<file path="config.mk">
export PLATFORM = sky130hd
export DESIGN_NAME = pdpb_ram
export DESIGN_NICKNAME = d
export VERILOG_FILES = /design/src/sv/pdpb_ram.sv
export SDC_FILE = /design/constraint.sdc
export NUM_CORES = 1
export LEC_CHECK = 0
export ABC_CLOCK_PERIOD_IN_PS = 3000
export CORE_ASPECT_RATIO = 0.75
export CORE_MARGIN = 5
export CORE_UTILIZATION = 65
export DETAILED_ROUTE_END_ITERATION = 10
export DONT_BUFFER_PORTS = 1
export GPL_ROUTABILITY_DRIVEN = 0
export PLACE_DENSITY = 0.86
export SYNTH_ARGS = -nofsm -noshare
export SYNTH_HDL_FRONTEND = slang
export SYNTH_SLANG_ARGS = --single-unit
</file>
<file path="constraint.sdc">
create_clock -name clk_i -period 3 [get_ports clk_i]
set_input_delay 0.3 -clock clk_i [delete_from_list [all_inputs] [get_ports clk_i]]
set_output_delay 0.3 -clock clk_i [all_outputs]
set_load 0.1 [all_outputs]
</file>
<file path="src/sv/pdpb_ram.sv">
`timescale 1ns / 1ps
module pdpb_ram #(
  parameter int Width = 8,
  parameter int Depth = 16
) (
  input  logic                             clk_i,
  input  logic                             we_i,
  input  logic [$clog2(Depth > 1 ? Depth : 2)-1:0] waddr_i,
  input  logic [Width-1:0]                 wdata_i,
  input  logic                             re_i,
  input  logic [$clog2(Depth > 1 ? Depth : 2)-1:0] raddr_i,
  output logic [Width-1:0]                 rdata_o
);

  logic [Width-1:0] mem [Depth];

  always_ff @(posedge clk_i) begin
    if (we_i) begin
      mem[waddr_i] <= wdata_i;
    end
    if (re_i) begin
      rdata_o <= mem[raddr_i];
    end
  end

endmodule

</file>
==> results of run 1 <==
==> sequential cells by signal (all words and copies together), names as in the netlist <==
name,flops
rdata_o,8
mem,128
==> where the power goes <==
part | internal, mW | total (mW) | switching (mW)
combinational | 0.0700 | 0.153 | 0.0833
clock | 1.16 | 1.91 | 0.749
sequential | 2.14 | 2.22 | 0.0793
total | 3.38 | 4.29 | 0.911
==> worst max path at each step <==
stage / startpoint / end / cells past startpoint
2_1_floorplan: waddr_i[2] / mem[0][0] / 2
3_3_place_gp: waddr_i[2] / mem[1][2] / 2
3_5_place_dp: waddr_i[2] / mem[1][3] / 2
4_1_cts: rdata_o[6] / rdata_o[6] / 0
5_1_grt: rdata_o[6] / rdata_o[6] / 0
6_report: rdata_o[6] / rdata_o[6] / 0
==> through the flow <==
stage          hold slack [ps]  total power [mW]  cell area, um2  worst slack (ps)
6_report                   137              4.29            5960              1230
5_1_grt                    120              4.44            5960              1180
4_1_cts                    103              4.32            5960              1190
3_5_place_dp               400              2.38            5300              1230
3_3_place_gp               400              2.37            5300              1290
2_1_floorplan              399              2.36            5230              1210
==> cell families after synthesis <==
kind of cell           share of synthesized area
and+or+nand+nor                           0.0314
buffers and inverters                     0.0165
AOI/OAI and AO/OA                         0.0230
muxes                                      0.148
DFF                                        0.781
==> layout make-up <==
cell class	count	share of cell area
clock buffers	17	0.0695
repair buffers	15	0.0235
flip-flops and latches	136	0.685
well taps	105	0.0220
clock inverters	15	0.0227
multi-input cells	83	0.177
==> layer usage <==
| layer | vias up | wire length [um] | global-route usage |
|---|---|---|---|
| li1 | 1028 | - | - |
| met1 | 1251 | 4270 | 0.325 |
| met2 | 136 | 4580 | 0.315 |
| met3 | 12 | 975 | 0.0967 |
| met4 | 0 | 103 | 0.0742 |
| met5 | - | 0 | 0 |
==> synthesized netlist by cell type <==
master / count / share of area
nand2b_1: 2 / 0.0024
and2_1: 1 / 0.0012
edfxtp_1: 136 / 0.78
clkdlybuf4s25_2: 3 / 0.0057
buf_2: 3 / 0.0029
nor2_1: 13 / 0.0093
mux4_1: 14 / 0.070
nor2b_1: 1 / 0.0012
buf_4: 1 / 0.0014
nor3_1: 4 / 0.0038
mux4_2: 18 / 0.078
and2b_1: 1 / 0.0014
nand3_1: 1 / 0.00096
nand2_1: 9 / 0.0065
or3b_2: 1 / 0.0017
nand3b_1: 2 / 0.0029
buf_6: 3 / 0.0065
a22oi_1: 16 / 0.023
==> timing repair <==
item	in CTS	in global routing
buffers inserted	0	0
endpoints found under the hold margin	137	0
hold buffers	11	0
==> insert_results.sql, run 1 <==
INSERT INTO impl_metrics (metric_group, metric, value, unit) VALUES
('run_status', 'status', 'completed', ''),
('layout', 'utilization', '0.760', ''),
('hold_path', 'worstHoldPathType', 'primary input to flop', ''),
('pwr', 'p_leak', '1.93', 'nW'),
('layout', 'fillers', '420', ''),
('flow_run', 'max_cap_violations', '0', ''),
('place', 'io_buffers', '0', ''),
('setup_path', 'worst_r2r_endpoint', 'rdata_o[5]', ''),
('routing', 'number_of_iterations_in_the_first_detailed_routing_pass', '5', ''),
('logic_synthesis', 'yosysWarningCount', '0', ''),
('routing', 'avgRoutedWirePerCell', '26.8', 'um'),
('die', 'coreArea', '7850', 'um2'),
('logic_synthesis', 'synth_fp_nets', '248', ''),
('clocking', 'cts_max_path_buffers', '2', ''),
('place', 'placed_cells', '328', ''),
('grt', 'grt_start_max_net_pins', '33', ''),
('grt', 'grt_antenna_before_repair', '0', ''),
('sta', 'layout_worst_path_cycle_share', '0.589', ''),
('sta', 'fin_setup_tns', '0', 'ps'),
('place', 'dp_hpwl', '5850', 'um'),
('setup_path', 'endpoint_class_of_the_critical_path', 'output pin', ''),
('grt', 'vias_in_the_first_global_route', '2518', ''),
('clocking', 'postCtsResizedCells', '0', ''),
('layout', 'layout_commonest_cell', 'edfxtp_1', ''),
('pwr', 'power-per-cell-area', '719', 'nW/um2'),
('sta', 'fmax', '0.566', 'GHz'),
('sta', 'skew', '13.1', 'ps'),
('clocking', 'worst_setup_hold_path_clk_slew', '60', 'ps'),
('routing', 'num_vias', '2427', ''),
('clocking', 'worstSkewPairLatency', '520', 'ps'),
('routing', 'detail_route.wirelength', '9930', 'um'),
('die', 'dieArea', '9950', 'um2'),
('layout', 'final_nets', '272', ''),
('layout', 'mostFrequentLayoutCells', 'edfxtp_1 (136), mux4_2 (18), a22oi_1 (16), clkbuf_16 (16), mux4_1 (14)', ''),
('clocking', 'htreeDepth', '4', ''),
('die', 'overall_die_height', '87.7', 'um'),
('clocking', 'root_buffer', 'clkbuf_8', ''),
('clocking', 'cts_tree', 'built', ''),
('grt', 'grt_overflow_total', '0', ''),
('setup_path', 'required', '2700', 'ps'),
('clocking', 'clock_sinks', '136', ''),
('sta', 'finalCriticalPeriod', '1770', 'ps'),
('setup_path', 'regToRegStartpoint', 'mem[0][5]', ''),
('layout', 'area_of_the_multi_input_gates', '1060', 'um2'),
('routing', 'drc_errors', '0', ''),
('sta', 'max-slew-margin-rel', '0.397', ''),
('die', 'floorplan.io_pins', '27', ''),
('die', 'die-width', '114', 'um'),
('setup_path', 'worst-endpoint-arrival', '1470', 'ps'),
('setup_path', 'timing.setup.critical_path_class', 'flop to output pin', ''),
('hold_path', 'whs_endpoint', 'rdata_o[1]', ''),
('routing', 'drtIter0Drc', '222', ''),
('pwr', 'worst_ir_drop_vdd', '555', 'uV'),
('layout', 'diodes', '0', ''),
('layout', 'synthToLayoutAreaGrowth', '14.0', '%'),
('layout', 'drive_above_1_share', '0.188', ''),
('logic_synthesis', 'post_synth.cell_area_avg', '22.8', 'um2'),
('sta', 'pin_slew_with_the_least_headroom_to_its_limit', '906', 'ps'),
('routing', 'detail-route-antenna-nets', '0', ''),
('setup_path', 'worst-r2r-cell-count', '3', ''),
('sta', 'finalSetupViolations', '0', ''),
('routing', 'viasPerCell', '6.54', ''),
('layout', 'finalNonFillerCells', '371', ''),
('sta', 'rsz0062_at_grt', 'false', ''),
('die', 'placementRows', '28', ''),
('grt', 'grt_first_pass_wirelength', '15200', 'um'),
('grt', 'overall_fraction_of_global_route_tracks_in_use', '0.225', ''),
('sta', 'final_hold_viol_count', '0', ''),
('sta', 'finalMaxSlewViolations', '0', ''),
('setup_path', 'reg2reg_slack', '1410', 'ps'),
('layout', 'seq_area', '4080', 'um2'),
('setup_path', 'critPathLaunchType', 'flop', ''),
('logic_synthesis', 'ys_seq_area_frac', '0.781', ''),
('hold_path', 'timing.hold.worst.start', 'raddr_i[1]', ''),
('logic_synthesis', 'syn_inst', '229', ''),
('logic_synthesis', 'netlist_area', '5230', 'um2'),
('setup_path', 'crit_fanout', '1', ''),
('hold_path', 'holdPathStages', '3', ''),
('clocking', 'tritoncts.num_buffers', '17', ''),
('die', 'floorplan.initialDensity', '0.666', ''),
('logic_synthesis', 'ys_seq_elements', '136', ''),
('logic_synthesis', 'post_synthesis_cell_type_count', '18', '');
No activity file was read; power rests on OpenSTA's default activity.
==> inputs of run 2 (changes only) <==
- ABC_CLOCK_PERIOD_IN_PS: 3000 -> 1800
- CORE_UTILIZATION: 65 -> 62
- PLACE_DENSITY: 0.86 -> 0.83
- clock period: 3 -> 1.8 ns (I/O delays scaled with it)
==> run 2 against run 1 <==
First-iteration DRC count is 11% higher. Routed wire length is 4.7% higher. Die area is 4.3% higher. Sequential cell count stayed put. Non-clock buffer count is 20 higher. Sequential power is 62% higher. Setup slack worse by 970 ps. Power is 72% higher. Critical endpoint is now rdata_o[2]. Highest routed layer unchanged.
==> insert_results.sql, run 2 (synthesis results as in run 1) <==
INSERT INTO impl_metrics (metric_group, metric, value, unit) VALUES
('run_status', 'status', 'completed', ''),
('layout', 'final_nets', '292', ''),
('layout', 'utilization', '0.736', ''),
('setup_path', 'endpoint_class_of_the_critical_path', 'flop', ''),
('clocking', 'worstSkewPairLatency', '410', 'ps'),
('sta', 'finalSetupViolations', '0', ''),
('clocking', 'cts_max_path_buffers', '2', ''),
('sta', 'fmax', '0.649', 'GHz'),
('layout', 'mostFrequentLayoutCells', 'edfxtp_1 (136), buf_4 (26), mux4_2 (18), clkbuf_16 (17), a22oi_1 (16)', ''),
('setup_path', 'worst-endpoint-arrival', '1690', 'ps'),
('routing', 'drc_errors', '0', ''),
('clocking', 'cts_tree', 'built', ''),
('clocking', 'tritoncts.num_buffers', '17', ''),
('grt', 'vias_in_the_first_global_route', '2665', ''),
('setup_path', 'cp_slowest_cell', 'mux4_1', ''),
('sta', 'pin_slew_with_the_least_headroom_to_its_limit', '598', 'ps'),
('grt', 'grt_start_max_net_pins', '33', ''),
('layout', 'fillers', '473', ''),
('grt', 'grt.met1_usage', '0.322', ''),
('setup_path', 'timing.setup.critical_path_class', 'flop to flop', ''),
('clocking', 'root_buffer', 'clkbuf_16', ''),
('layout', 'diodes', '0', ''),
('sta', 'skew', '8.19', 'ps'),
('sta', 'max-slew-margin-rel', '0.600', ''),
('routing', 'num_vias', '2497', ''),
('grt', 'busiest_layer_in_global_routing', 'met2', ''),
('routing', 'detail_route.wirelength', '10400', 'um'),
('setup_path', 'crit_fanout', '1', ''),
('layout', 'reg.largest.list', 'mem: 128 flops, rdata_o: 8 flops', ''),
('die', 'die-width', '116', 'um'),
('die', 'floorplan.initialDensity', '0.626', ''),
('sta', 'fin_setup_tns', '0', 'ps'),
('grt', 'grt_antenna_before_repair', '0', ''),
('pwr', 'worst_ir_drop_vdd', '800', 'uV'),
('die', 'overall_die_height', '89.5', 'um'),
('clocking', 'postCtsResizedCells', '0', ''),
('routing', 'detail-route-antenna-nets', '0', ''),
('setup_path', 'slowest_delay', '590', 'ps'),
('pwr', 'totalPowerFinal', '7.38', 'mW'),
('setup_path', 'critPathLaunchType', 'flop', ''),
('grt', 'use_met2', '0.348', ''),
('sta', 'final_hold_viol_count', '0', ''),
('die', 'placementRows', '29', ''),
('routing', 'viasPerCell', '6.35', ''),
('place', 'dp_hpwl', '6180', 'um'),
('layout', 'layout_commonest_cell', 'edfxtp_1', ''),
('layout', 'regMostFlops', 'mem', ''),
('flow_run', 'max_cap_violations', '0', ''),
('setup_path', 'timing.critical_path.max_delay_family', 'multiplexers', ''),
('hold_path', 'worstHoldPathType', 'primary input to flop', ''),
('sta', 'rsz0062_at_grt', 'false', ''),
('sta', 'layout_worst_path_cycle_share', '0.856', ''),
('grt', 'grt_first_pass_wirelength', '15900', 'um'),
('place', 'placement.setup.worst_slack', '307', 'ps'),
('routing', 'avgRoutedWirePerCell', '26.4', 'um'),
('sta', 'finalMaxSlewViolations', '0', ''),
('clocking', 'worst_setup_hold_path_clk_slew', '60', 'ps'),
('sta', 'worst_slack', '259', 'ps'),
('setup_path', 'crit_path_cell_trace', 'mux4_1 -> a22oi_1 -> nand2_1', ''),
('layout', 'finalNonFillerCells', '393', ''),
('grt', 'grt_overflow_total', '0', ''),
('pwr', 'power-per-cell-area', '1200', 'nW/um2'),
('setup_path', 'critical_path.n_buffers_inverters', '0', ''),
('setup_path', 'required', '1950', 'ps'),
('die', 'coreArea', '8350', 'um2'),
('routing', 'drtIter0Drc', '247', ''),
('clocking', 'clock_sinks', '136', ''),
('routing', 'number_of_iterations_in_the_first_detailed_routing_pass', '6', ''),
('place', 'io_buffers', '0', ''),
('layout', 'synthToLayoutAreaGrowth', '17.6', '%'),
('sta', 'finalCriticalPeriod', '1540', 'ps'),
('die', 'dieArea', '10400', 'um2'),
('grt', 'grtUsageMet3', '0.0677', ''),
('place', 'placed_cells', '353', ''),
('layout', 'drive_above_1_share', '0.256', ''),
('die', 'floorplan.io_pins', '27', ''),
('pwr', 'p_leak', '2.05', 'nW'),
('clocking', 'htreeDepth', '4', ''),
('layout', 'largest_register_ff_count', '128', ''),
('grt', 'overall_fraction_of_global_route_tracks_in_use', '0.225', '');
## run 2: cell count changes in the layout (fill, tap and decap cells not counted), sizes merged
cell | previous run | this run
dlygate4sd3 | 11 | 9
clkinvlp | 5 | 4
buf | 4 | 26
inv | 1 | 0
bufinv | 2 | 3
## run 2: repair_timing
item | 4_1_cts | 5_1_grt
hold buffers | 9 | 0
buffers inserted | 0 | 0
hold endpoints to repair | 136 | 0
## run 2: through the flow
step | instance area, um2 | hold slack [ps]
after CTS | 6150 | 139
after global placement | 5470 | 280
after floorplan | 5230 | 279
final | 6150 | 149
after global routing | 6150 | 137
after detailed placement | 5470 | 280
## run 2: report_power, final
part	switching, mW	leakage, nW	internal, mW
Combinational	0.254	0.543	0.141
Sequential	0.0203	1.24	3.57
Clock	1.24	0.273	2.15
Total	1.52	2.05	5.86
## run 2: per-layer routing
metal / vias up / part of all wire
li1: 1067 / -
met1: 1292 / 0.41
met2: 123 / 0.49
met3: 15 / 0.083
met4: 0 / 0.013
met5: - / 0
## run 2: cell type report
cell class	count	area, um2	area share
clock buffer	17	425	0.0692
clock inverter	14	159	0.0259
multi-input combinational	83	1060	0.172
sequential	136	4080	0.664
tap	108	135	0.0220
timing repair buffer	35	285	0.0464
## run 2: path summary, 6_finish.rpt
| path | start | endpoint | slack (ps) | depth (start not counted) |
|---|---|---|---|---|
| max | mem[5][2] | rdata_o[2] | 260 | 3 |
| min | waddr_i[0] | mem[4][7] | 150 | 2 |
| max reg2reg | mem[5][2] | rdata_o[2] | 260 | 3 |
| min reg2reg | mem[12][0] | rdata_o[0] | 750 | 3 |
